[src/complex_arithmetic_unit_top_macros.svh]
// ---------------------------------------------------------------------------
// complex arithmetic unit assertion macros
// shared assertion forms, clocked on clock; the same-cycle form uses reset as the disable
// ---------------------------------------------------------------------------
`ifndef COMPLEX_ARITHMETIC_UNIT_TOP_MACROS_SVH
`define COMPLEX_ARITHMETIC_UNIT_TOP_MACROS_SVH

// same-cycle implication, off while reset is high
`define CAU_CHECK_IMP(label, ante, cons, msg) \
   label: assert property (@(posedge clock) disable iff (reset) (ante) |-> (cons)) \
      else $error(msg);

// next-cycle implication, active during reset too
`define CAU_CHECK_NXT(label, ante, cons, msg) \
   label: assert property (@(posedge clock) (ante) |=> (cons)) else $error(msg);

`endif

[src/cau_pkg.sv]
// ---------------------------------------------------------------------------
// cau_pkg
// widths, opcodes and pipeline payload types of the complex arithmetic unit
// ---------------------------------------------------------------------------
package cau_pkg;

   localparam int DataWidth = 16;
   localparam int FracBits  = 8;

   // derived widths
   localparam int ProdWidth = 2 * DataWidth;
   localparam int SumWidth  = ProdWidth + 1;
   localparam int DirWidth  = SumWidth;
   localparam int MagWidth  = SumWidth + FracBits;
   localparam int DenWidth  = ProdWidth;
   localparam int QuoWidth  = DataWidth;
   localparam int ShWidth   = DenWidth + QuoWidth - 1;
   localparam int CmpWidth  = (MagWidth > DenWidth + QuoWidth) ? MagWidth
                                                               : DenWidth + QuoWidth;

   // saturation limits as raw bit patterns
   localparam logic [DataWidth-1:0] ResMax = {1'b0, {(DataWidth-1){1'b1}}};
   localparam logic [DataWidth-1:0] ResMin = {1'b1, {(DataWidth-1){1'b0}}};

   typedef enum logic [1:0] {
      OP_ADD = 2'd0,
      OP_SUB = 2'd1,
      OP_MUL = 2'd2,
      OP_DIV = 2'd3
   } opcode_type;

   // products stage
   typedef struct packed {
      opcode_type                  op;
      logic signed [ProdWidth-1:0] p_rr;
      logic signed [ProdWidth-1:0] p_ii;
      logic signed [ProdWidth-1:0] p_ri;
      logic signed [ProdWidth-1:0] p_ir;
      logic [ProdWidth-1:0]        p_br2;
      logic [ProdWidth-1:0]        p_bi2;
      logic signed [DirWidth-1:0]  sum_re;
      logic signed [DirWidth-1:0]  sum_im;
   } prod_type;

   // one quotient lane
   typedef struct packed {
      logic [MagWidth-1:0] rem;
      logic [QuoWidth-1:0] quo;
      logic                neg;
      logic                big;
   } lane_type;

   // divider chain payload
   typedef struct packed {
      opcode_type                 op;
      logic                       dz;
      logic [ShWidth-1:0]         dsh;
      lane_type                   re;
      lane_type                   im;
      logic signed [DirWidth-1:0] dir_re;
      logic signed [DirWidth-1:0] dir_im;
   } div_type;

   typedef struct packed {
      logic [DataWidth-1:0] res_real;
      logic [DataWidth-1:0] res_imag;
      logic                 overflow;
      logic                 div_zero;
   } result_type;

endpackage

[src/cau_mult.sv]
// ---------------------------------------------------------------------------
// cau_mult
// first stage: all operand products plus the add/subtract result
// ---------------------------------------------------------------------------
module cau_mult (
   input  logic                                 clock,
   input  logic                                 reset,
   input  logic                                 en,
   input  logic                                 in_valid,
   input  cau_pkg::opcode_type                  in_op,
   input  logic signed [cau_pkg::DataWidth-1:0] in_a_real,
   input  logic signed [cau_pkg::DataWidth-1:0] in_a_imag,
   input  logic signed [cau_pkg::DataWidth-1:0] in_b_real,
   input  logic signed [cau_pkg::DataWidth-1:0] in_b_imag,
   output logic                                 valid_ff,
   output cau_pkg::prod_type                    data_ff
);

   cau_pkg::prod_type data_in;
   logic signed [cau_pkg::ProdWidth-1:0] ar_x, ai_x, br_x, bi_x;
   logic signed [cau_pkg::ProdWidth-1:0] br2, bi2;

   // sign-extended operands and products
   always_comb begin
      ar_x = cau_pkg::ProdWidth'(in_a_real);
      ai_x = cau_pkg::ProdWidth'(in_a_imag);
      br_x = cau_pkg::ProdWidth'(in_b_real);
      bi_x = cau_pkg::ProdWidth'(in_b_imag);
      br2  = br_x * br_x;
      bi2  = bi_x * bi_x;
      data_in.op    = in_op;
      data_in.p_rr  = ar_x * br_x;
      data_in.p_ii  = ai_x * bi_x;
      data_in.p_ri  = ar_x * bi_x;
      data_in.p_ir  = ai_x * br_x;
      data_in.p_br2 = br2;
      data_in.p_bi2 = bi2;
      if (in_op == cau_pkg::OP_SUB) begin
         data_in.sum_re = cau_pkg::DirWidth'(in_a_real) - cau_pkg::DirWidth'(in_b_real);
         data_in.sum_im = cau_pkg::DirWidth'(in_a_imag) - cau_pkg::DirWidth'(in_b_imag);
      end else begin
         data_in.sum_re = cau_pkg::DirWidth'(in_a_real) + cau_pkg::DirWidth'(in_b_real);
         data_in.sum_im = cau_pkg::DirWidth'(in_a_imag) + cau_pkg::DirWidth'(in_b_imag);
      end
   end

   // stage register
   always_ff @(posedge clock) begin
      if (reset) begin
         valid_ff <= 1'b0;
      end else if (en) begin
         valid_ff <= in_valid;
      end
   end

   always_ff @(posedge clock) begin
      if (en) begin
         data_ff <= data_in;
      end
   end

endmodule

[config.mk]
export PLATFORM = sky130hd
export DESIGN_NAME = cau_mult
export DESIGN_NICKNAME = d
export VERILOG_FILES = /design/src/complex_arithmetic_unit_top_macros.svh /design/src/cau_pkg.sv /design/src/cau_mult.sv
export SDC_FILE = /design/constraint.sdc
export NUM_CORES = 2
export LEC_CHECK = 0
export ABC_AREA = 1
export ABC_CLOCK_PERIOD_IN_PS = 14290
export BUFFER_PORTS_ARGS = -buffer_cell sky130_fd_sc_hd__buf_2
export CAP_MARGIN = 30
export CORE_MARGIN = 2
export CORE_UTILIZATION = 42
export DETAILED_ROUTE_END_ITERATION = 7
export PLACE_DENSITY = 0.66
export SLEW_MARGIN = 10
export SYNTH_ARGS = -nofsm -noshare
export SYNTH_HDL_FRONTEND = slang
export SYNTH_SLANG_ARGS = --single-unit
[constraint.sdc]
create_clock -name clock -period 14.29 [get_ports clock]
set_clock_uncertainty 0.05 [all_clocks]
set_input_delay 2.858 -clock clock [delete_from_list [all_inputs] [get_ports clock]]
set_output_delay 2.858 -clock clock [all_outputs]
set_load 0.01 [all_outputs]
Yosys cells after proc, flatten, opt, wreduce, memory -nomap -nowiden
Index checks and enable logic that the tools add are counted. W data, S select, Z words.

$add $sub $neg: 4. Multiply operators: 6. Equality and inequality tests: 1. Mux-type cells: 1.

Operators with widths (number): $mul A16 B16 Y32 (6); $mux W66 (1); $add A16 B16 Y17 (2); $sub A16 B16 Y17 (2); $eq A2 B1 Y1 const B (1).

Register bits after elaboration: 261. Bits of input ports: 70. Logic and storage cells: 22.

Logic depth before layout (Yosys ltp)
Depth after elaboration: 2. Depth in mapped cells: 28. Gate-level depth less buffers: 26.

Worst setup path before layout
Ideal clock, no wire load.

Path type: input-to-reg. From: in in_b_imag[1] in the netlist's numbering. To: reg data_ff[97] in the netlist's numbering (data pin). Setup time: 0.252 ns. Data arrival time: 8.064 ns. Setup slack: 5.923 ns. Cell stages on the path: 24. Path buffers: 2. Cell sequence: clkbuf_1 -> buf_1 -> nand2_1 -> inv_1 -> fa_1 -> fa_1 -> inv_1 -> fa_1 -> inv_1 -> fa_1 -> inv_1 -> fa_1 -> fa_1 -> inv_1 -> ha_1 -> inv_1 -> nor3_1 -> nand2_1 -> nor2_1 -> nand2_1 -> inv_1 -> nor2_1 -> nand2_1 -> nand2_1.

Word-level cells in the longest chain between the ends: 1.

RTL lines: start: declaration (line cau_mult.sv:14) `input logic signed [cau_pkg::DataWidth-1:0] in_b_imag,`; $mul A16 B16 Y32 (line cau_mult.sv:30) `bi2 = bi_x * bi_x;`; named net bi2, one bit (line cau_mult.sv:21) `logic signed [cau_pkg::ProdWidth-1:0] br2, bi2;`; end signal: assignment (line cau_mult.sv:58) `data_ff <= data_in;`; end: declaration (line cau_mult.sv:16) `output cau_pkg::prod_type data_ff`.

The timed path passes the listed nets, and every way through them passes these cells. A chain may end at the register's enable or synchronous reset.

==> results by group <==
Route
  • Detailed-route via count: 56,100
  • Final ANT Viol Nets: 0
  • # DRC: 0
  • Final WL: 199 mm
  • Pre-antenna DRT Iters: 6
  • Routed WL per cell: 17.4 um
  • Initial DRC Count: 3,505
  • Via/cell ratio: 4.90

GRT
  • Total Routing Usage GR: 0.236
  • Initial antenna violation count: 5
  • First-pass GRT wire length: 327 mm
  • GRT overflow: 0
  • Vias in the first global route: 60,700
  • Largest net degree at the start of global routing: 81

Logic synthesis
  • Synth Area in Adders: 0.516
  • Synth Area in XOR/XNOR: 0.0234
  • Top cells by area, synth: fa_1 42%, inv_1 14%, nand2_1 12%, ha_1 9.5%, edfxtp_1 9.4%
  • Post-synth top area cell: fa_1
  • Post-synthesis mux area share: 0.000139
  • Largest family of logic cells by synthesized area: adder cells
  • Post-synth cell types: 45
  • Post-synthesis compound-gate area fraction: 0.0261
  • Yosys top cell area share: 0.421
  • Cells after synthesis: 9,062
  • Synth Area in Simple Gates: 0.176
  • Flops & latches, synth: 227
  • Warning count from the yosys run: 0
  • Avg Cell Area, Syn: 7.96 um2
  • Sequential fraction of the synthesis area: 0.0944
  • Synth Cell Area: 0.0721 mm2

Flow run
  • MaxCap Viol Count: 0

Cells and area
  • Layout cell share with drive strength beyond 1: 0.0591
  • Nets: 11,300
  • Synthesis-to-finish area growth: 6.58%
  • Non-filler instance count after layout: 11,400
  • Fillers: 16,900
  • Final Instance Area: 0.0769 mm2

Clocking
  • CTS Buffer Depth: 3
  • Hold Buf Count CTS: 0
  • Setup repair bufs after CTS: 0
  • CTS Sinks: 227
  • Root buf cell: clkbuf_16
  • Number of buffers created by CTS: 35
  • Clk pin slew, worst setup/hold paths: 70 ps
  • Post-CTS sizing: 0
  • Clk_lat worst skew: 590 ps
  • CTS H-tree lvls: 2
  • CTS tree: done

Timing
  • Fin. Hold Viols: 0
  • Min Clock Period, post-route: 8680 ps
  • Final slew viol count: 0
  • Peak Freq: 115 MHz
  • Final setup fails: 0
  • Final Cycle Share: 0.607
  • Final hold slack: 445 ps
  • Total negative setup slack: 0 ps
  • Unrepaired setup endpoints after global routing: no
  • Slew HR: 0.302
  • Slew @ Worst Pin: 1050 ps

Floorplanning
  • Die area: 0.175 mm2
  • Num rows: 152
  • Core area: 0.171 mm2
  • I/O pins: 331
  • Die Ht: 418 um
  • Chip Width: 418 um
  • Initial core utilization: 0.421

Hold path
  • Hold Path Class: reg2reg

Setup path
  • Crit path required time: 14,630 ps
  • Critical path arrival: 9020 ps
  • Crit-path max FO: 33
  • Critical Path Start Type: primary input
  • Crit path capture type: register
  • Crit path kind: in2reg

Placement
  • GP Congestion: 0.938
  • DP Cell Count: 11,400
  • Placed inst area: 0.0757 mm2
  • Buffers on Ports: 328
  • DPL Wire Length: 159 mm

Outcome
  • Status: finished, final reports clean
[state kept, by name, indices dropped and copies added (netlist names)]
register	flops
data_ff	226
valid_ff	1
[worst max-delay path, stage by stage]
cell	delay, ps
buf_2	380
buf_4	510
nand2_1	180
inv_1	120
fa_1	560
fa_1	930
fa_1	540
fa_1	510
fa_1	500
inv_1	50
fa_1	510
inv_1	60
ha_1	370
nand2_1	150
nor2_1	170
inv_1	90
nor3_1	200
nand2_1	100
inv_1	70
nor2_1	50
nand2_1	50
nand2_1	50
[per-stage QoR]
step | setup WS, ps | util
2_1_floorplan | 5920 | -
3_3_place_gp | 5100 | 0.442
3_5_place_dp | 5010 | 0.442
4_1_cts | 5650 | 0.449
5_1_grt | 5280 | 0.449
6_report | 5610 | 0.449
[layer usage]
metal  GRT usage  share of wire  wire length [um]  vias to the layer above
met1       0.312           0.42             82800                    27900
met2       0.393           0.47             94000                     1774
met5           0              0                 0                        -
met3      0.0332          0.066             13100                      370
met4      0.0918          0.046              9190                        0
li1            -              -                 -                    26100
[path summary, 6_finish.rpt]
path	start	endpoint	slack [ps]	cells after the start
setup / recovery	in_b_imag[2]	data_ff[225]$_DFFE_PP_	5610	22
hold / removal	valid_ff$_SDFFE_PP0P_	valid_ff$_SDFFE_PP0P_	450	2
setup reg to reg	valid_ff$_SDFFE_PP0P_	valid_ff$_SDFFE_PP0P_	13660	2
hold reg to reg	valid_ff$_SDFFE_PP0P_	valid_ff$_SDFFE_PP0P_	450	2
[kinds of logic after synthesis]
logic type / after synthesis
mux: 1
flops: 227
fa+ha+maj: 2062
buf+inv: 3112
xor+xnor: 193
other cells: 1
simple gates: 3125
compound gates: 341
[layout by cell type (no fill, tap or decap), types with 5 or more instances in the layout]
cell type | synthesis | final
clkinv_2 | 0 | 5
a21o_1 | 10 | 10
ha_1 | 546 | 546
fa_1 | 1516 | 1516
nand2_2 | 18 | 18
nor3_2 | 15 | 15
inv_1 | 2784 | 2784
xnor2_1 | 24 | 24
o21ai_0 | 72 | 72
o21ai_1 | 6 | 6
edfxtp_1 | 226 | 226
inv_2 | 13 | 14
nand3b_1 | 20 | 20
o21a_1 | 5 | 5
clkbuf_16 | 0 | 35
nand4_1 | 77 | 77
and2_1 | 5 | 5
buf_4 | 34 | 61
inv_6 | 0 | 6
diode_2 | 0 | 5
xor2_1 | 169 | 169
nand3_1 | 236 | 236
o21bai_1 | 43 | 43
a21oi_1 | 195 | 195
nand3_2 | 10 | 10
nor3_1 | 41 | 41
nand2_1 | 2351 | 2351
buf_2 | 31 | 327
nor2_1 | 314 | 314
nor2_2 | 25 | 25
[cells in the mapped netlist]
master / number
clkbuf_1: 178
nor2_2: 25
nor3_1: 41
or2_1: 2
o21ai_1: 6
inv_2: 13
buf_6: 1
a21oi_2: 1
nand2_1: 2351
fa_1: 1516
edfxtp_1: 226
o21ai_0: 72
a21boi_0: 2
nand3_1: 236
nand2_2: 18
buf_2: 31
conb_1: 1
buf_4: 34
a21oi_1: 195
mux2i_1: 1
a31o_2: 4
o21bai_1: 43
or2_2: 4
nand3_2: 10
dfxtp_1: 1
nor2_1: 314
clkinv_4: 1
a31oi_1: 2
nand4_1: 77
nor3b_1: 1
clkinv_1: 1
nor2_4: 4
nand3_4: 1
nor3_2: 15
and2_1: 5
o211ai_1: 1
xnor2_1: 24
ha_1: 546
o21a_1: 5
nand3b_1: 20
nor4_1: 1
inv_1: 2784
xor2_1: 169
a21o_1: 10
buf_1: 69
[layout make-up]
type | instances | area (um2) | area share
diodes | 5 | 12.5 | 0.000163
clock buffers | 39 | 891 | 0.0116
clock inverters | 24 | 221 | 0.00288
inverters | 2799 | 10500 | 0.137
multi-input cells | 5724 | 53500 | 0.695
flip-flops and latches | 227 | 6810 | 0.0886
well taps | 2233 | 2790 | 0.0364
repair buffers | 392 | 2170 | 0.0282
Power is left out: the tool's default activity adds up to more than one toggle a clock period on the data nets, which glitch-free logic cannot reach.
