### config.mk
export PLATFORM = sky130hd
export DESIGN_NAME = cau_out
export DESIGN_NICKNAME = d
export VERILOG_FILES = /design/src/complex_arithmetic_unit_top_macros.svh /design/src/cau_pkg.sv /design/src/cau_out.sv
export SDC_FILE = /design/constraint.sdc
export NUM_CORES = 1
export LEC_CHECK = 0
export ABC_AREA = 1
export BUFFER_PORTS_ARGS = -buffer_cell sky130_fd_sc_hd__buf_2
export CORE_MARGIN = 4
export CORE_UTILIZATION = 30
export DETAILED_ROUTE_END_ITERATION = 8
export HOLD_SLACK_MARGIN = 0.08
export PLACE_DENSITY = 0.62
export SETUP_SLACK_MARGIN = 0.1
export SYNTH_ARGS = -nofsm -noshare
export SYNTH_HDL_FRONTEND = slang
export SYNTH_SLANG_ARGS = --single-unit
### constraint.sdc
create_clock -name clock -period 3.7 [get_ports clock]
set_input_delay 0.74 -clock clock [delete_from_list [all_inputs] [get_ports clock]]
set_output_delay 0.74 -clock clock [all_outputs]
set_load 0.02 [all_outputs]
### src/complex_arithmetic_unit_top_macros.svh
// ---------------------------------------------------------------------------
// complex arithmetic unit assertion macros
// shared assertion forms, clocked on clock; the same-cycle form uses reset as the disable
// ---------------------------------------------------------------------------
`ifndef COMPLEX_ARITHMETIC_UNIT_TOP_MACROS_SVH
`define COMPLEX_ARITHMETIC_UNIT_TOP_MACROS_SVH

// same-cycle implication, off while reset is high
`define CAU_CHECK_IMP(label, ante, cons, msg) \
   label: assert property (@(posedge clock) disable iff (reset) (ante) |-> (cons)) \
      else $error(msg);

// next-cycle implication, active during reset too
`define CAU_CHECK_NXT(label, ante, cons, msg) \
   label: assert property (@(posedge clock) (ante) |=> (cons)) else $error(msg);

`endif

### src/cau_pkg.sv
// ---------------------------------------------------------------------------
// cau_pkg
// widths, opcodes and pipeline payload types of the complex arithmetic unit
// ---------------------------------------------------------------------------
package cau_pkg;

   localparam int DataWidth = 16;
   localparam int FracBits  = 8;

   // derived widths
   localparam int ProdWidth = 2 * DataWidth;
   localparam int SumWidth  = ProdWidth + 1;
   localparam int DirWidth  = SumWidth;
   localparam int MagWidth  = SumWidth + FracBits;
   localparam int DenWidth  = ProdWidth;
   localparam int QuoWidth  = DataWidth;
   localparam int ShWidth   = DenWidth + QuoWidth - 1;
   localparam int CmpWidth  = (MagWidth > DenWidth + QuoWidth) ? MagWidth
                                                               : DenWidth + QuoWidth;

   // saturation limits as raw bit patterns
   localparam logic [DataWidth-1:0] ResMax = {1'b0, {(DataWidth-1){1'b1}}};
   localparam logic [DataWidth-1:0] ResMin = {1'b1, {(DataWidth-1){1'b0}}};

   typedef enum logic [1:0] {
      OP_ADD = 2'd0,
      OP_SUB = 2'd1,
      OP_MUL = 2'd2,
      OP_DIV = 2'd3
   } opcode_type;

   // products stage
   typedef struct packed {
      opcode_type                  op;
      logic signed [ProdWidth-1:0] p_rr;
      logic signed [ProdWidth-1:0] p_ii;
      logic signed [ProdWidth-1:0] p_ri;
      logic signed [ProdWidth-1:0] p_ir;
      logic [ProdWidth-1:0]        p_br2;
      logic [ProdWidth-1:0]        p_bi2;
      logic signed [DirWidth-1:0]  sum_re;
      logic signed [DirWidth-1:0]  sum_im;
   } prod_type;

   // one quotient lane
   typedef struct packed {
      logic [MagWidth-1:0] rem;
      logic [QuoWidth-1:0] quo;
      logic                neg;
      logic                big;
   } lane_type;

   // divider chain payload
   typedef struct packed {
      opcode_type                 op;
      logic                       dz;
      logic [ShWidth-1:0]         dsh;
      lane_type                   re;
      lane_type                   im;
      logic signed [DirWidth-1:0] dir_re;
      logic signed [DirWidth-1:0] dir_im;
   } div_type;

   typedef struct packed {
      logic [DataWidth-1:0] res_real;
      logic [DataWidth-1:0] res_imag;
      logic                 overflow;
      logic                 div_zero;
   } result_type;

endpackage

### src/cau_out.sv
// ---------------------------------------------------------------------------
// cau_out
// output register: sign and saturation of each part, status flags
// ---------------------------------------------------------------------------
module cau_out (
   input  logic                clock,
   input  logic                reset,
   input  logic                en,
   input  logic                in_valid,
   input  cau_pkg::div_type    in_data,
   output logic                valid_ff,
   output cau_pkg::result_type data_ff
);

   typedef struct packed {
      logic [cau_pkg::DataWidth-1:0] value;
      logic                          ovf;
   } part_type;

   cau_pkg::result_type data_in;
   part_type            part_re, part_im;
   logic                is_div;

   // clamp a wide signed value to the result range
   function automatic part_type sat_dir(input logic signed [cau_pkg::DirWidth-1:0] x);
      part_type r;
      logic signed [cau_pkg::DirWidth-1:0] hi, lo;
      hi = $signed(cau_pkg::DirWidth'(cau_pkg::ResMax));
      lo = $signed({{(cau_pkg::DirWidth-cau_pkg::DataWidth){1'b1}}, cau_pkg::ResMin});
      if (x > hi) begin
         r.value = cau_pkg::ResMax;
         r.ovf   = 1'b1;
      end else if (x < lo) begin
         r.value = cau_pkg::ResMin;
         r.ovf   = 1'b1;
      end else begin
         r.value = x[cau_pkg::DataWidth-1:0];
         r.ovf   = 1'b0;
      end
      return r;
   endfunction

   // apply sign to a quotient magnitude, clamping on overflow
   function automatic part_type sat_quo(input cau_pkg::lane_type l);
      part_type r;
      if (l.neg) begin
         if (l.big || l.quo > cau_pkg::ResMin) begin
            r.value = cau_pkg::ResMin;
            r.ovf   = 1'b1;
         end else begin
            r.value = ~l.quo + 1'b1;
            r.ovf   = 1'b0;
         end
      end else begin
         if (l.big || l.quo > cau_pkg::ResMax) begin
            r.value = cau_pkg::ResMax;
            r.ovf   = 1'b1;
         end else begin
            r.value = l.quo;
            r.ovf   = 1'b0;
         end
      end
      return r;
   endfunction

   always_comb begin
      is_div = (in_data.op == cau_pkg::OP_DIV);
      if (is_div && in_data.dz) begin
         part_re = '0;
         part_im = '0;
      end else if (is_div) begin
         part_re = sat_quo(in_data.re);
         part_im = sat_quo(in_data.im);
      end else begin
         part_re = sat_dir(in_data.dir_re);
         part_im = sat_dir(in_data.dir_im);
      end
      data_in.res_real = part_re.value;
      data_in.res_imag = part_im.value;
      data_in.overflow = part_re.ovf | part_im.ovf;
      data_in.div_zero = is_div & in_data.dz;
   end

   always_ff @(posedge clock) begin
      if (reset) begin
         valid_ff <= 1'b0;
      end else if (en) begin
         valid_ff <= in_valid;
      end
   end

   always_ff @(posedge clock) begin
      if (en) begin
         data_ff <= data_in;
      end
   end

endmodule

Word-level counts from Yosys, hierarchy flattened. Index checks and enable logic that the tools add are counted.

Bits of input ports: 238. Flip-flop bits (word level): 35. Output and inout bits: 35. Logic and storage cells: 39.

Muxes and demuxes: 14. Order comparisons: 8. Add/subtract/negate cells: 2. Reduce and logical (&&, ||, !) cells: 5. Bitwise operators: 4. Equal/unequal tests: 1.

Operators by type and width (number): $mux W17 (12); $gt A33 B16 Y1 const B (2); $lt A33 B16 Y1 const B (2); $add A16 B1 Y16 const B (2); $gt A16 B15 Y1 const B (2); $gt A16 B16 Y1 const B (2); $not A16 Y16 (2); $logic_or A1 B1 Y1 (4); $eq A2 B2 Y1 const B (1); $mux W1 (2); $and A1 B1 Y1 (1); $logic_and A1 B1 Y1 (1); $or A1 B1 Y1 (1).

Depth between registers and ports, before layout.
Word-level depth: 7. Mapped depth: 11. Depth with buffers taken out: 11.

Worst setup path after synthesis. Ideal clock, no wire load.

Path type: input -> register. From: in in_data[127] (netlist name). To: reg data_ff[21] (netlist name), data pin. Stages on the path: 11. Arrival time: 1.854 ns. Required time: 3.569 ns. Path slack: 1.716 ns. Library setup time: 0.131 ns. Path buffers: 1. Path through: inv_1 -> ha_1 -> nand3_1 -> nor2_2 -> nand2_2 -> nand2_2 -> nand3_4 -> buf_6 -> o21ai_2 -> nand2_1 -> nand2_1.

Longest elaborated chain between the ends: 5. Elaborated cells between the ends (all ways): 10. Classes of those cells: add/sub (1); order compare (2); mux (4); bitwise (1); reduce/logical (2).

RTL lines: start, declared (RTL line cau_out.sv:10) `input cau_pkg::div_type in_data,`; $not A16 Y16, or another cell as far along (RTL line cau_out.sv:51) `r.value = ~l.quo + 1'b1;`; $add A16 B1 Y16, or another cell as far along (RTL line cau_out.sv:51); $mux W17 (on tied branches) (RTL line cau_out.sv:47, cau_out.sv:55); $mux W17 * (RTL line cau_out.sv:46) `if (l.neg) begin`; $mux W17 * (RTL line cau_out.sv:71) `end else if (is_div) begin`; end signal, assigned (RTL line cau_out.sv:94) `data_ff <= data_in;`; end, declared (RTL line cau_out.sv:12) `output cau_pkg::result_type data_ff`.

Mark *: on every way between the ends. The rest lies on a longest branch, timed or not. A chain may end at the register's enable or synchronous reset.

Final worst setup path.
From: in in_data[127] (netlist name). To: reg data_ff[19] (netlist name), data pin.

The elaborated chain is that of the path after synthesis.

==> insert_results.sql <==
INSERT INTO impl_metrics (metric_group, metric, value, unit) VALUES
('global_routing', 'grt_antenna_before_repair', '1', ''),
('detailed_routing', 'top_sig_layer', 'met5', ''),
('cts', 'clkSinkCount', '35', ''),
('pwr', 'power.combinational.fraction', '0.309', ''),
('detailed_routing', 'wirelength', '10000', 'um'),
('detailed_routing', 'drt.antenna.violating_nets', '0', ''),
('timing', 'max_slew.worst_pin.slew', '0.8525', 'ns'),
('cts', 'ctsHtreeMaxLevel', '2', ''),
('timing', 'relSlewSlack', '0.4296', ''),
('finish', 'post_route_cells_drive_above_1_share', '0.3002', ''),
('yosys', 'number_of_nets_in_the_synthesized_netlist', '723', ''),
('floorplanning', 'design.die.area', '12250', 'um2'),
('yosys', 'yosys_register_bits', '35', ''),
('finish', 'area_taken_by_multi_input_logic_gates', '1903', 'um2'),
('timing', 'post_route_skew', '0', 'ns'),
('detailed_routing', 'wl_met1', '4713', 'um'),
('cts', 'hold_buffers', '0', ''),
('floorplanning', 'core_area', '10280', 'um2'),
('cts', 'tritoncts_clock_tree', 'built', ''),
('detailed_routing', 'drcViolationCount', '0', ''),
('cts', 'clk_pin_slew', '0.06', 'ns'),
('floorplanning', 'placement_rows', '37', ''),
('yosys', 'edff_count_synth', '34', ''),
('placement', 'gp_congestion', '0.8550', ''),
('worst_setup_path', 'critical_path.startpoint_type', 'primary input', ''),
('worst_setup_path', 'critPathArrivalTime', '2.39', 'ns'),
('detailed_routing', 'routed_via_density', '4.602', ''),
('outcome', 'outcome', 'completed', ''),
('finish', 'number_of_nets_in_the_finished_design', '862', ''),
('timing', 'timing.final.crit_share', '0.6043', ''),
('placement', 'post-place-ws', '1.178', 'ns'),
('cts', 'cts_max_path_buffers', '2', ''),
('yosys', 'synth.cell_area', '3163', 'um2'),
('yosys', 'syn_inst', '483', ''),
('cts', 'post_cts_resized', '0', ''),
('global_routing', 'via_count_of_the_first_global_routing_pass', '3366', ''),
('timing', 'number_of_failing_hold_endpoints_at_the_final_stage', '0', ''),
('worst_setup_path', 'critical_path.cell_chain', 'buf_2, inv_1, ha_1, nand3_1, nor2_2, nand2_2, nand2_2, nand3_4, o21ai_0, nand2_1, nand2_1', ''),
('timing', 'fin_tns_setup', '0', 'ns'),
('pwr', 'peakVddDrop', '0.1214', 'mV'),
('detailed_routing', 'vias', '3493', ''),
('timing', 'worst_slack', '1.464', 'ns'),
('pwr', 'power.share.clock', '0.254', ''),
('yosys', 'async_reset_ff_frac', '0', ''),
('yosys', 'yosysSeqAreaShare', '0.3291', ''),
('finish', 'area.sequential', '1041', 'um2'),
('placement', 'port-buffer-count', '143', ''),
('floorplanning', 'die-width', '110.7', 'um'),
('detailed_routing', 'first_iter_violations', '230', ''),
('global_routing', 'pin_count_of_the_biggest_net_entering_global_routing', '36', ''),
('worst_hold_path', 'hold_class', 'reg -> reg', ''),
('finish', 'layout.cells.most_common', 'sky130_fd_sc_hd__nand2_1', ''),
('timing', 'fmax', '0.4472', 'GHz'),
('timing', 'setup_viol', '0', ''),
('floorplanning', 'initial_core_util', '0.3078', ''),
('detailed_routing', 'wire_per_inst', '13.18', 'um'),
('pwr', 'cellPowerDensity', '276.3', 'nW/um2'),
('worst_setup_path', 'critPathSlowestCell', 'sky130_fd_sc_hd__o21ai_0', ''),
('yosys', 'synthesis.area_per_instance', '6.549', 'um2'),
('cts', 'ctsRootBufferMaster', 'sky130_fd_sc_hd__clkbuf_8', ''),
('worst_setup_path', 'worstSetupEndpointType', 'flop', ''),
('floorplanning', 'die_h', '110.7', 'um'),
('detailed_routing', 'met2WireLength', '4444', 'um'),
('run', 'drv_cap', '0', ''),
('worst_setup_path', 'crit_path_max_fanout', '13', ''),
('cts', 'postCtsSetupBuffers', '0', ''),
('worst_setup_path', 'worst_setup_path_type', 'in -> reg', ''),
('worst_setup_path', 'slowest_delay', '0.27', 'ns'),
('global_routing', 'total_overflow_reported_by_the_global_router', '0', ''),
('pwr', 'total_leakage_power', '2.013', 'nW'),
('pwr', 'report.power.total', '0.001123', 'W');
-- final timing paths --
path           startpoint     endpoint  slack [ns]  cells past startpoint
max          in_data[127]  data_ff[19]        1.46                     11
min              valid_ff     valid_ff        0.51                      2
max reg2reg      valid_ff     valid_ff        3.11                      2
min reg2reg      valid_ff     valid_ff        0.51                      2
-- logic make-up (layout without fill, tap and decap cells) --
| kind of cell | count (synthesis) | in the layout | synth area share |
|---|---|---|---|
| compound gates | 76 | 76 | 0.1432 |
| xor+xnor | 17 | 17 | 0.04707 |
| fa+ha+maj | 2 | 2 | 0.007910 |
| buf+inv | 52 | 192 | 0.06922 |
| flops | 35 | 35 | 0.3291 |
| mux | 1 | 1 | 0.003165 |
| simple gates | 300 | 300 | 0.4003 |
-- metrics by stage --
step	hold slack, ns	utilization	instances
final	0.5117	0.3955	759
after global placement	0.4725	0.3876	751
after CTS	0.5106	0.3955	759
after detailed placement	0.4870	0.3876	751
after global routing	0.5736	0.3955	759
after floorplan	0.5788	-	483
-- registers in the layout, summed over array words and instances (netlist names) --
signal,cells
data_ff,34
valid_ff,1
-- area by class of cell --
cell class / count / area share
inverter: 41 / 0.03786
sequential: 35 / 0.2561
clock buffer: 7 / 0.01878
tap: 136 / 0.04186
timing repair buffer: 143 / 0.1761
multi-input combinational: 396 / 0.4681
clock inverter: 1 / 0.001231
-- Yosys cell counts (all sizes together), types with 6 or more instances --
cell,number,share of area
nand4,6,0.012
xor2,12,0.033
a21oi,16,0.027
inv,41,0.049
nand2,166,0.20
o21ai,55,0.10
edfxtp,34,0.32
nand3,21,0.039
nor2,97,0.13
clkbuf,6,0.0071
-- worst max-delay path: cells and delay by family --
family,cells,cell delay (ns)
adder cells (fa/ha/maj),1,0.20
AO/OA/AOI/OAI,1,0.27
AND/OR/NAND/NOR,7,0.98
buffers and inverters,2,0.20
-- per-layer routing --
layer / vias to the layer above / global-route usage
met5: - / 0
met4: 2 / 0.05583
met3: 13 / 0.03766
met2: 122 / 0.2577
met1: 1518 / 0.2075
li1: 1838 / -
-- power groups by stage --
| stage | sequential (W) | combinational [W] | clock, W |
|---|---|---|---|
| floorplan | 0.000552 | 0.000143 | 0 |
| global placement | 0.000498 | 0.000344 | 0 |
| detailed placement | 0.000500 | 0.000348 | 0 |
| CTS | 0.000491 | 0.000350 | 0.000302 |
| global route | 0.000495 | 0.000386 | 0.000315 |
| finish | 0.000490 | 0.000347 | 0.000286 |
(Power assumes the default switching activity.)
