### config.mk
export PLATFORM = sky130hd
export DESIGN_NAME = cau_prep
export DESIGN_NICKNAME = d
export VERILOG_FILES = /design/src/complex_arithmetic_unit_top_macros.svh /design/src/cau_pkg.sv /design/src/cau_prep.sv
export SDC_FILE = /design/constraint.sdc
export NUM_CORES = 1
export LEC_CHECK = 0
export ABC_AREA = 0
export BUFFER_PORTS_ARGS = -buffer_cell sky130_fd_sc_hd__buf_2
export CAP_MARGIN = 40
export CORE_MARGIN = 4
export CORE_UTILIZATION = 40
export DETAILED_ROUTE_END_ITERATION = 10
export SYNTH_ARGS = -nofsm -noshare
export SYNTH_HDL_FRONTEND = slang
export SYNTH_SLANG_ARGS = --single-unit
### constraint.sdc
create_clock -name clock -period 14.29 [get_ports clock]
set_input_delay 0.7145 -clock clock [delete_from_list [all_inputs] [get_ports clock]]
set_output_delay 0.7145 -clock clock [all_outputs]
set_load 0.005 [all_outputs]
### src/complex_arithmetic_unit_top_macros.svh
// ---------------------------------------------------------------------------
// complex arithmetic unit assertion macros
// shared assertion forms, clocked on clock; the same-cycle form uses reset as the disable
// ---------------------------------------------------------------------------
`ifndef COMPLEX_ARITHMETIC_UNIT_TOP_MACROS_SVH
`define COMPLEX_ARITHMETIC_UNIT_TOP_MACROS_SVH

// same-cycle implication, off while reset is high
`define CAU_CHECK_IMP(label, ante, cons, msg) \
   label: assert property (@(posedge clock) disable iff (reset) (ante) |-> (cons)) \
      else $error(msg);

// next-cycle implication, active during reset too
`define CAU_CHECK_NXT(label, ante, cons, msg) \
   label: assert property (@(posedge clock) (ante) |=> (cons)) else $error(msg);

`endif

### src/cau_pkg.sv
// ---------------------------------------------------------------------------
// cau_pkg
// widths, opcodes and pipeline payload types of the complex arithmetic unit
// ---------------------------------------------------------------------------
package cau_pkg;

   localparam int DataWidth = 16;
   localparam int FracBits  = 8;

   // derived widths
   localparam int ProdWidth = 2 * DataWidth;
   localparam int SumWidth  = ProdWidth + 1;
   localparam int DirWidth  = SumWidth;
   localparam int MagWidth  = SumWidth + FracBits;
   localparam int DenWidth  = ProdWidth;
   localparam int QuoWidth  = DataWidth;
   localparam int ShWidth   = DenWidth + QuoWidth - 1;
   localparam int CmpWidth  = (MagWidth > DenWidth + QuoWidth) ? MagWidth
                                                               : DenWidth + QuoWidth;

   // saturation limits as raw bit patterns
   localparam logic [DataWidth-1:0] ResMax = {1'b0, {(DataWidth-1){1'b1}}};
   localparam logic [DataWidth-1:0] ResMin = {1'b1, {(DataWidth-1){1'b0}}};

   typedef enum logic [1:0] {
      OP_ADD = 2'd0,
      OP_SUB = 2'd1,
      OP_MUL = 2'd2,
      OP_DIV = 2'd3
   } opcode_type;

   // products stage
   typedef struct packed {
      opcode_type                  op;
      logic signed [ProdWidth-1:0] p_rr;
      logic signed [ProdWidth-1:0] p_ii;
      logic signed [ProdWidth-1:0] p_ri;
      logic signed [ProdWidth-1:0] p_ir;
      logic [ProdWidth-1:0]        p_br2;
      logic [ProdWidth-1:0]        p_bi2;
      logic signed [DirWidth-1:0]  sum_re;
      logic signed [DirWidth-1:0]  sum_im;
   } prod_type;

   // one quotient lane
   typedef struct packed {
      logic [MagWidth-1:0] rem;
      logic [QuoWidth-1:0] quo;
      logic                neg;
      logic                big;
   } lane_type;

   // divider chain payload
   typedef struct packed {
      opcode_type                 op;
      logic                       dz;
      logic [ShWidth-1:0]         dsh;
      lane_type                   re;
      lane_type                   im;
      logic signed [DirWidth-1:0] dir_re;
      logic signed [DirWidth-1:0] dir_im;
   } div_type;

   typedef struct packed {
      logic [DataWidth-1:0] res_real;
      logic [DataWidth-1:0] res_imag;
      logic                 overflow;
      logic                 div_zero;
   } result_type;

endpackage

### src/cau_prep.sv
// ---------------------------------------------------------------------------
// cau_prep
// second stage: multiply result, divisor, dividend magnitudes, range check
// ---------------------------------------------------------------------------
module cau_prep (
   input  logic              clock,
   input  logic              reset,
   input  logic              en,
   input  logic              in_valid,
   input  cau_pkg::prod_type in_data,
   output logic              valid_ff,
   output cau_pkg::div_type  data_ff
);

   cau_pkg::div_type data_in;
   logic signed [cau_pkg::SumWidth-1:0] num_re, num_im, mul_re, mul_im;
   logic [cau_pkg::SumWidth-1:0]        abs_re, abs_im;
   logic [cau_pkg::MagWidth-1:0]        mag_re, mag_im;
   logic [cau_pkg::DenWidth-1:0]        den;
   logic [cau_pkg::CmpWidth-1:0]        den_top;

   always_comb begin
      // full-precision sums of products
      num_re = cau_pkg::SumWidth'(in_data.p_rr) + cau_pkg::SumWidth'(in_data.p_ii);
      num_im = cau_pkg::SumWidth'(in_data.p_ir) - cau_pkg::SumWidth'(in_data.p_ri);
      mul_re = cau_pkg::SumWidth'(in_data.p_rr) - cau_pkg::SumWidth'(in_data.p_ii);
      mul_im = cau_pkg::SumWidth'(in_data.p_ri) + cau_pkg::SumWidth'(in_data.p_ir);
      den    = in_data.p_br2 + in_data.p_bi2;

      // dividend magnitudes scaled by the fraction bits
      abs_re = num_re[cau_pkg::SumWidth-1] ? -num_re : num_re;
      abs_im = num_im[cau_pkg::SumWidth-1] ? -num_im : num_im;
      mag_re = cau_pkg::MagWidth'(abs_re) << cau_pkg::FracBits;
      mag_im = cau_pkg::MagWidth'(abs_im) << cau_pkg::FracBits;
      den_top = cau_pkg::CmpWidth'(den) << cau_pkg::QuoWidth;

      data_in.op     = in_data.op;
      data_in.dz     = (den == '0);
      data_in.dsh    = cau_pkg::ShWidth'(den) << (cau_pkg::QuoWidth - 1);
      data_in.re.rem = mag_re;
      data_in.re.quo = '0;
      data_in.re.neg = num_re[cau_pkg::SumWidth-1];
      data_in.re.big = (cau_pkg::CmpWidth'(mag_re) >= den_top);
      data_in.im.rem = mag_im;
      data_in.im.quo = '0;
      data_in.im.neg = num_im[cau_pkg::SumWidth-1];
      data_in.im.big = (cau_pkg::CmpWidth'(mag_im) >= den_top);

      // floor shift of products, or the add/subtract result
      if (in_data.op == cau_pkg::OP_MUL) begin
         data_in.dir_re = mul_re >>> cau_pkg::FracBits;
         data_in.dir_im = mul_im >>> cau_pkg::FracBits;
      end else begin
         data_in.dir_re = in_data.sum_re;
         data_in.dir_im = in_data.sum_im;
      end
   end

   always_ff @(posedge clock) begin
      if (reset) begin
         valid_ff <= 1'b0;
      end else if (en) begin
         valid_ff <= in_valid;
      end
   end

   always_ff @(posedge clock) begin
      if (en) begin
         data_ff <= data_in;
      end
   end

endmodule

After elaboration in Yosys (flattened, before gate mapping)
Cells that the tools add are included.
{"block": "totals", "register_bits": 172, "latch_bits": 0, "mem_bits_rw": 0, "romBits": 0, "input_bits": 264, "output_inout_bits": 235, "wordCells": 26, "mem_count": 0}
{"block": "classes", "n_addsub": 7, "mul": 0, "div": 0, "n_lt_le_gt_ge": 2, "n_eq_ne": 1, "n_shift": 0, "n_mux": 3, "bitwise": 0, "n_reduce_logical": 1}
{"operator": ">= comparator 41 x 48 -> 1 bit", "n": 2}
{"operator": "adder 32 x 32 -> 33 bit", "n": 2}
{"operator": "2-to-1 mux 33 bit", "n": 2}
{"operator": "2-to-1 mux 66 bit", "n": 1}
{"operator": "negation 33 bit", "n": 2}
{"operator": "subtractor 32 x 32 -> 33 bit", "n": 2}
{"operator": "adder 32 bit", "n": 1}
{"operator": "logical NOT 32 bit", "n": 1}
{"operator": "equality test 2 bit, second input constant", "n": 1}

Logic depth before layout (Yosys ltp)
Gate-level depths: netlist (run 1).
{"block": "depth", "ltp_word": 4, "mapped_depth": 27}

Worst setup path after synthesis (run 1)
Ideal clock, no wire load.
{"block": "synth_path", "path_type": "in2reg", "startpoint": "input port in_data[194] (netlist name)", "endpoint": "register data_ff[125] (netlist name) (data pin)", "setup_time_ns": 0.265, "t_arrival_ns": 5.109, "setup_slack_ns": 8.916, "stages": 24, "n_path_buf": 0, "path_cell_list": "ha_1 fa_1 nand2b_1 a21oi_4 a221o_2 o31ai_4 xnor2_1 or4b_1 nor3_2 nand4_2 o21ai_0 xor2_1 ha_1 a21o_1 a21o_1 a21oi_1 nor2b_1 o21ai_0 nand2b_1 a21oi_1 nor2b_1 o21ai_0 nor4bb_1 a21oi_1"}
{"item": "start: declaration", "line": "cau_prep.sv:10", "text": "input cau_pkg::prod_type in_data,"}
{"item": "end signal: assignment", "line": "cau_prep.sv:69", "text": "data_ff <= data_in;"}
{"item": "end: declaration", "line": "cau_prep.sv:12", "text": "output cau_pkg::div_type data_ff"}

==> results of run 1 <==
-- sequential cells by signal (all words and copies together) (netlist names) --
| signal | cells |
|---|---|
| data_ff | 171 |
| valid_ff | 1 |
-- layout make-up --
type,count,area [um^2]
Inverter,167,626.9
Sequential cell,172,5155
Clock buffer,22,454.2
Tap cell,539,674.4
Fill cell,4155,22050
Timing Repair Buffer,441,2235
Multi-Input combinational cell,1533,10890
Antenna cell,2,5.005
Clock inverter,10,140.1
-- worst max-delay path: stages --
cell and delay (ns):
buf_2 0.09, inv_1 0.04, ha_1 0.43, or3_1 0.45
nor3_2 0.15, a221o_2 0.26, o21ai_4 0.11, o2111ai_1 0.32
and3_1 0.33, a21o_1 0.49, clkinv_1 0.57, o31a_1 0.26
xnor2_1 0.34, ha_1 0.23, nand4_1 0.08, nor3_1 0.24
nand2_1 0.18, a2111oi_0 0.53, nand4bb_1 0.30, a21oi_1 0.20
-- per-layer routing --
layer / up-vias / GRT usage [%] / share of wire [%]
met3: 52 / 4.534 / 5.6
met1: 7444 / 31.50 / 45
met4: 0 / 7.193 / 2.4
met5: - / 0 / 0
li1: 7679 / - / -
met2: 538 / 40.02 / 47
-- synth_stat cells, drive strengths merged (3+ instances only) --
master   number
o21a         27
and2         13
a311oi        3
a2bb2oi       3
edfxtp      171
a211o         7
xor2         52
xnor2       128
nor2        101
and4          9
or3          10
nand2       131
ha          211
nor3b         4
nor3         51
and3         16
nor2b        22
or4b          3
o21bai       29
a21boi        3
o211ai        8
o2111ai       3
a31o          3
or2           4
nor4         21
buf          74
a31oi        26
o21ai       143
o31ai        17
mux2i         6
o41ai         6
a211oi       16
a2111oi       6
a21oi       158
or4           8
nand4        28
o311ai        3
fa            3
o31a          5
nand2b       31
clkbuf       62
a21o         75
nand3        39
a221oi        6
inv         166
-- kinds of logic (layout without fill, tap and decap cells) --
group | Yosys count | count (layout)
mux | 6 | 6
buf+inv | 303 | 640
other cells | 1 | 65
simple gates | 501 | 501
flops | 172 | 172
xor+xnor | 180 | 180
fa+ha+maj | 214 | 214
compound gates | 569 | 569
-- placed cells by master, fill, tap and decap left out, types with 10 or more instances in the layout --
cell type  instances
a211oi_1          16
a21o_1            75
a21oi_1          155
a31oi_1           26
and2_1            13
and3_1            16
buf_2            434
clkbuf_16         17
conb_1            63
edfxtp_1         171
ha_1             211
inv_1            164
nand2_1          131
nand2b_1          28
nand3_1           38
nand4_1           27
nor2_1           101
nor2b_1           22
nor3_1            45
nor4_1            20
o21a_1            27
o21ai_0          133
o21bai_1          28
o31ai_1           15
or3_1             10
xnor2_1          127
xor2_1            51
-- final timing paths --
kind              cells past startpoint                      to  slack [ns]                   from
hold / removal                        2   valid_ff$_SDFFE_PP0P_        0.38                  reset
setup reg to reg                      2   valid_ff$_SDFFE_PP0P_       13.70  valid_ff$_SDFFE_PP0P_
hold reg to reg                       2   valid_ff$_SDFFE_PP0P_        0.51  valid_ff$_SDFFE_PP0P_
setup / recovery                     20  data_ff[125]$_DFFE_PP_        8.31           in_data[202]
-- stage by stage --
step	utilization (%)	hold WS (ns)
floorplan	-	0.4850
global placement	46.32	0.4702
detailed placement	46.36	0.5044
CTS	47.77	0.3414
global route	47.77	0.3532
finish	47.78	0.3844
-- power by group --
group          leakage [nW]  internal (mW)  switching [mW]
registers              1.68          0.665          0.0269
logic                  7.43          0.370           0.568
clock network         0.281          0.280           0.217
==> results.cfg, run 1 <==
[outcome]
run_status = finished, final reports clean

[power_and_ir_drop]
powerDensity_mw_per_mm2 = 105.4
total_power_mw = 2.127
leakage_nw = 9.389
ir_drop_mv = 0.09201

[logic_synthesis]
yosysUniqueCellTypes = 105
yosysWarningCount = 0
yosysTopAreaCellShare_pct = 29.86
synth-xor-area-share_pct = 9.256
synthMuxAreaShare_pct = 0.3493
avgSynthCellArea_um2 = 8.836
synth-simple-area-share_pct = 15.13
ys_ff_latch = 172
synth_compound_area_share_pct = 21.41
synth_top_cells_by_area = edfxtp_1 (30%), ha_1 (15%), xnor2_1 (6.5%)
syn_area_mm2 = 0.01720
yosysTopAreaCell = edfxtp_1
syn_inst = 1946
seq_area_frac_synth_pct = 29.98
synth_edf_count = 171
synth_fa_ha_area_share_pct = 15.70
synth_top_family_by_area = compound AO/OA/AOI/OAI gates
async_flop_share_pct = 0
synth_ff_type = edfxtp_1

[cells_and_area]
stdcell_count = 2886
layout-drive-gt1-share_pct = 21.83
fin_area_mm2 = 0.02018
syn_to_final_growth_pct = 17.34
nNetsFinal = 2810

[global_route]
antenna_found_initial = 2
grt_pass1_vias = 15490
grt_pass1_wl_um = 87510
grt_max_degree = 69
overflow = 0
grt_use_total_pct = 23.92

[die]
chipHeight_um = 215.3
die_w_um = 215.3
ios = 499
die-area_mm2 = 0.04637
rows = 75
start_util_pct = 40.72
core_mm2 = 0.04223

[worst_setup_path]
critPathLaunchType = input pin
cp.required_ns = 14.63
worst_ep_arrival_time_ns = 6.31
path_class = input pin to flop
end_kind = flop
critPathMaxFanout = 19

[clock_tree]
numCtsBuffers = 17
cts.path.max_buffers = 2
h-tree-depth = 4
post_cts_buffers = 0
clk_latency_ns = 0.48
clockRootBuffer = clkbuf_16
numClockSinks = 172
hold_buffers = 0
path_clk_slew_ns = 0.07
cts_tree = yes
cts_resized = 0

[route]
dr_total_vias = 15710
wl_per_cell_um = 19.87
drcViolationCount = 0
drtIter0Drc = 1080
totalWireLength_um = 57350
dr.pass1.iters = 5
ant_nets = 0
vias_per_cell = 5.445

[place]
dp.cells = 2852
post-place-ws_ns = 7.773
hpwl_um = 47820
dpl-instance-area_mm2 = 0.01958
port_buffers = 435
globalplace.congestion = 0.9349

[timing]
setup_violations = 0
period_minus_slack_ns = 5.977
fin_ws_ns = 8.313
rsz0062_at_grt = false
finalMaxSlewViolations = 0
slew_headroom_pct = 43.06
worstMarginPinSlew_ns = 0.8542
fin_crit_sh_pct = 41.82
hold_viol = 0
fin_worst_skew_ns = 0
setup_tns_ns = 0
max_freq_mhz = 167.3

[job]
drv_cap = 0

[worst_hold_path]
hp-class = input pin to flop
Power figures use the tool's default switching activity.
==> run 2, diff against run 1 <==
--- a/config.mk
+++ b/config.mk
@@ -11,6 +11,7 @@
 export CORE_MARGIN = 4
 export CORE_UTILIZATION = 40
 export DETAILED_ROUTE_END_ITERATION = 10
+export PLACE_DENSITY = 0.67
 export SYNTH_ARGS = -nofsm -noshare
 export SYNTH_HDL_FRONTEND = slang
 export SYNTH_SLANG_ARGS = --single-unit
==> constraint.sdc (replaced) <==
create_clock -name clock -period 5 [get_ports clock]
set_input_delay 0.25 -clock clock [delete_from_list [all_inputs] [get_ports clock]]
set_output_delay 0.25 -clock clock [all_outputs]
set_load 0.005 [all_outputs]
==> results.cfg, run 2 (synthesized netlist as in run 1, its figures left out) <==
[power_and_ir_drop]
internal-power_mw = 4.054
switching_share_pct = 38.47
total_power_mw = 6.588
pwr-share-clk_pct = 21.0
seqPwrFrac_pct = 30.0
powerDensity_mw_per_mm2 = 289.1
leakage_nw = 10.88
ir_drop_mv = 0.2661
power_frac_comb_pct = 49.0
p_sw_mw = 2.535

[global_route]
grtUsageMet2_pct = 42.87
grt_max_degree = 94
overflow = 0
grt_pass1_wl_um = 90790
use_met3_pct = 5.056
grt.busiest_layer = met2
grt_pass1_vias = 16940
met1_usage_pct = 30.11
antenna_found_initial = 2
grt_use_total_pct = 24.60

[worst_hold_path]
min_path_cells = 3
min_to = data_ff[42]$_DFFE_PP_
hp-start = in_data[42]
hp-class = input pin to flop

[cells_and_area]
fin_area_mm2 = 0.02279
layout-drive-gt1-share_pct = 30.50
largest_reg_flops = 171
ff_latch_area_mm2 = 0.005155
top_regs = data_ff: 171 flops, valid_ff: 1 flops
layout_common_cells = buf_2 (434), buf_4 (256), ha_1 (206)
top_register = data_ff
nNetsFinal = 3104
stdcell_count = 3180
multi_input_area_mm2 = 0.01119
final_util_pct = 53.96
n_fill_cell = 3875
syn_to_final_growth_pct = 32.51
mostFrequentLayoutCell = buf_2

[clock_tree]
numClockSinks = 172
h-tree-depth = 4
cts.path.max_buffers = 2
numCtsBuffers = 17
path_clk_slew_ns = 0.08
clockRootBuffer = clkbuf_16
cts_tree = yes
clk_latency_ns = 0.50

[die]
start_util_pct = 40.72
ios = 499
rows = 75
die_w_um = 215.3
chipHeight_um = 215.3
core_mm2 = 0.04223
die-area_mm2 = 0.04637

[worst_setup_path]
worst_ep_arrival_time_ns = 4.98
rr_startpoint = valid_ff$_SDFFE_PP0P_
cpMaxStageDelayCell = or4b_4
cp.required_ns = 5.25
path_delay_family = compound AO/OA/AOI/OAI gates
cp_num_buf_inv = 1
cpPeakStageDelay_ns = 0.56
critPathMaxFanout = 4
r2r_cells = 3
rrSetupSlack_ns = 3.87
critPathLaunchType = input pin
end_kind = flop
path_class = input pin to flop
timing.rr.end = valid_ff$_SDFFE_PP0P_

[outcome]
run_status = finished, final reports clean

[timing]
period_minus_slack_ns = 4.736
hold_slack_ns = 0.03822
fin_worst_skew_ns = 0
slew_headroom_pct = 43.93
max_freq_mhz = 211.1
finalMaxSlewViolations = 0
setup_violations = 0
fin_crit_sh_pct = 94.72
setup_tns_ns = 0
hold_viol = 0
fin_ws_ns = 0.2640
worstMarginPinSlew_ns = 0.8411

[route]
drtIter0Drc = 1060
vias_per_cell = 5.341
dr_total_vias = 16990
totalWireLength_um = 59510
drcViolationCount = 0
dr.pass1.iters = 5
ant_nets = 0
wl_per_cell_um = 18.71

[place]
globalplace.congestion = 0.9089
dp.cells = 3090
post-place-ws_ns = -0.6244
hpwl_um = 49620
dpl-instance-area_mm2 = 0.02137
port_buffers = 435

[job]
drv_cap = 0
[run 2: how the worst max path moves through the flow]
stage	startpoint	endpoint	slack, ns	cells past startpoint
final	in_data[194]	data_ff[125]$_DFFE_PP_	0.26	25
after global routing	in_data[194]	data_ff[125]$_DFFE_PP_	-0.03	24
after CTS	in_data[194]	data_ff[125]$_DFFE_PP_	0.05	24
after detailed placement	in_data[194]	data_ff[125]$_DFFE_PP_	-0.62	24
after global placement	in_data[194]	data_ff[125]$_DFFE_PP_	-0.38	24
after floorplan	in_data[194]	data_ff[125]$_DFFE_PP_	0.09	24
[run 2: power groups by stage]
stage	clock (mW)	sequential (mW)	combinational [mW]
4_1_cts	1.43	1.98	3.13
6_report	1.38	1.98	3.23
3_5_place_dp	0	2.01	3.08
5_1_grt	1.48	2.00	3.54
2_1_floorplan	0	2.02	1.67
3_3_place_gp	0	2.01	3.04
[run 2: worst reg2reg max path: stages (launching register included)]
cell and delay (ns):
dfxtp_1 0.32, mux2i_1 0.12, nor2_1 0.05, dlygate4sd3_1 0.54
[run 2: cell type report]
cell class / count / area share (%)
well taps: 539 / 2.960
flip-flops and latches: 172 / 22.62
multi-input cells: 1533 / 49.10
diodes: 2 / 0.02196
clock inverters: 14 / 0.6040
inverters: 167 / 2.751
clock buffers: 18 / 1.927
repair buffers: 735 / 20.01
[run 2: what timing repair did]
item | CTS | global route
hold endpoints to repair | 41 | 0
pin swaps | 0 | 40
setup endpoints to repair | 1 | 2
cloned | 0 | 0
hold buffers | 42 | 0
resized for setup | 2 | 54
buffers inserted | 0 | 14
[run 2: per-layer routing]
layer  share of wire, %  vias to the layer above
li1                   -                     8259
met2                 49                      601
met3                5.8                       83
met1                 42                     8042
met5                  0                        -
met4                3.3                        0
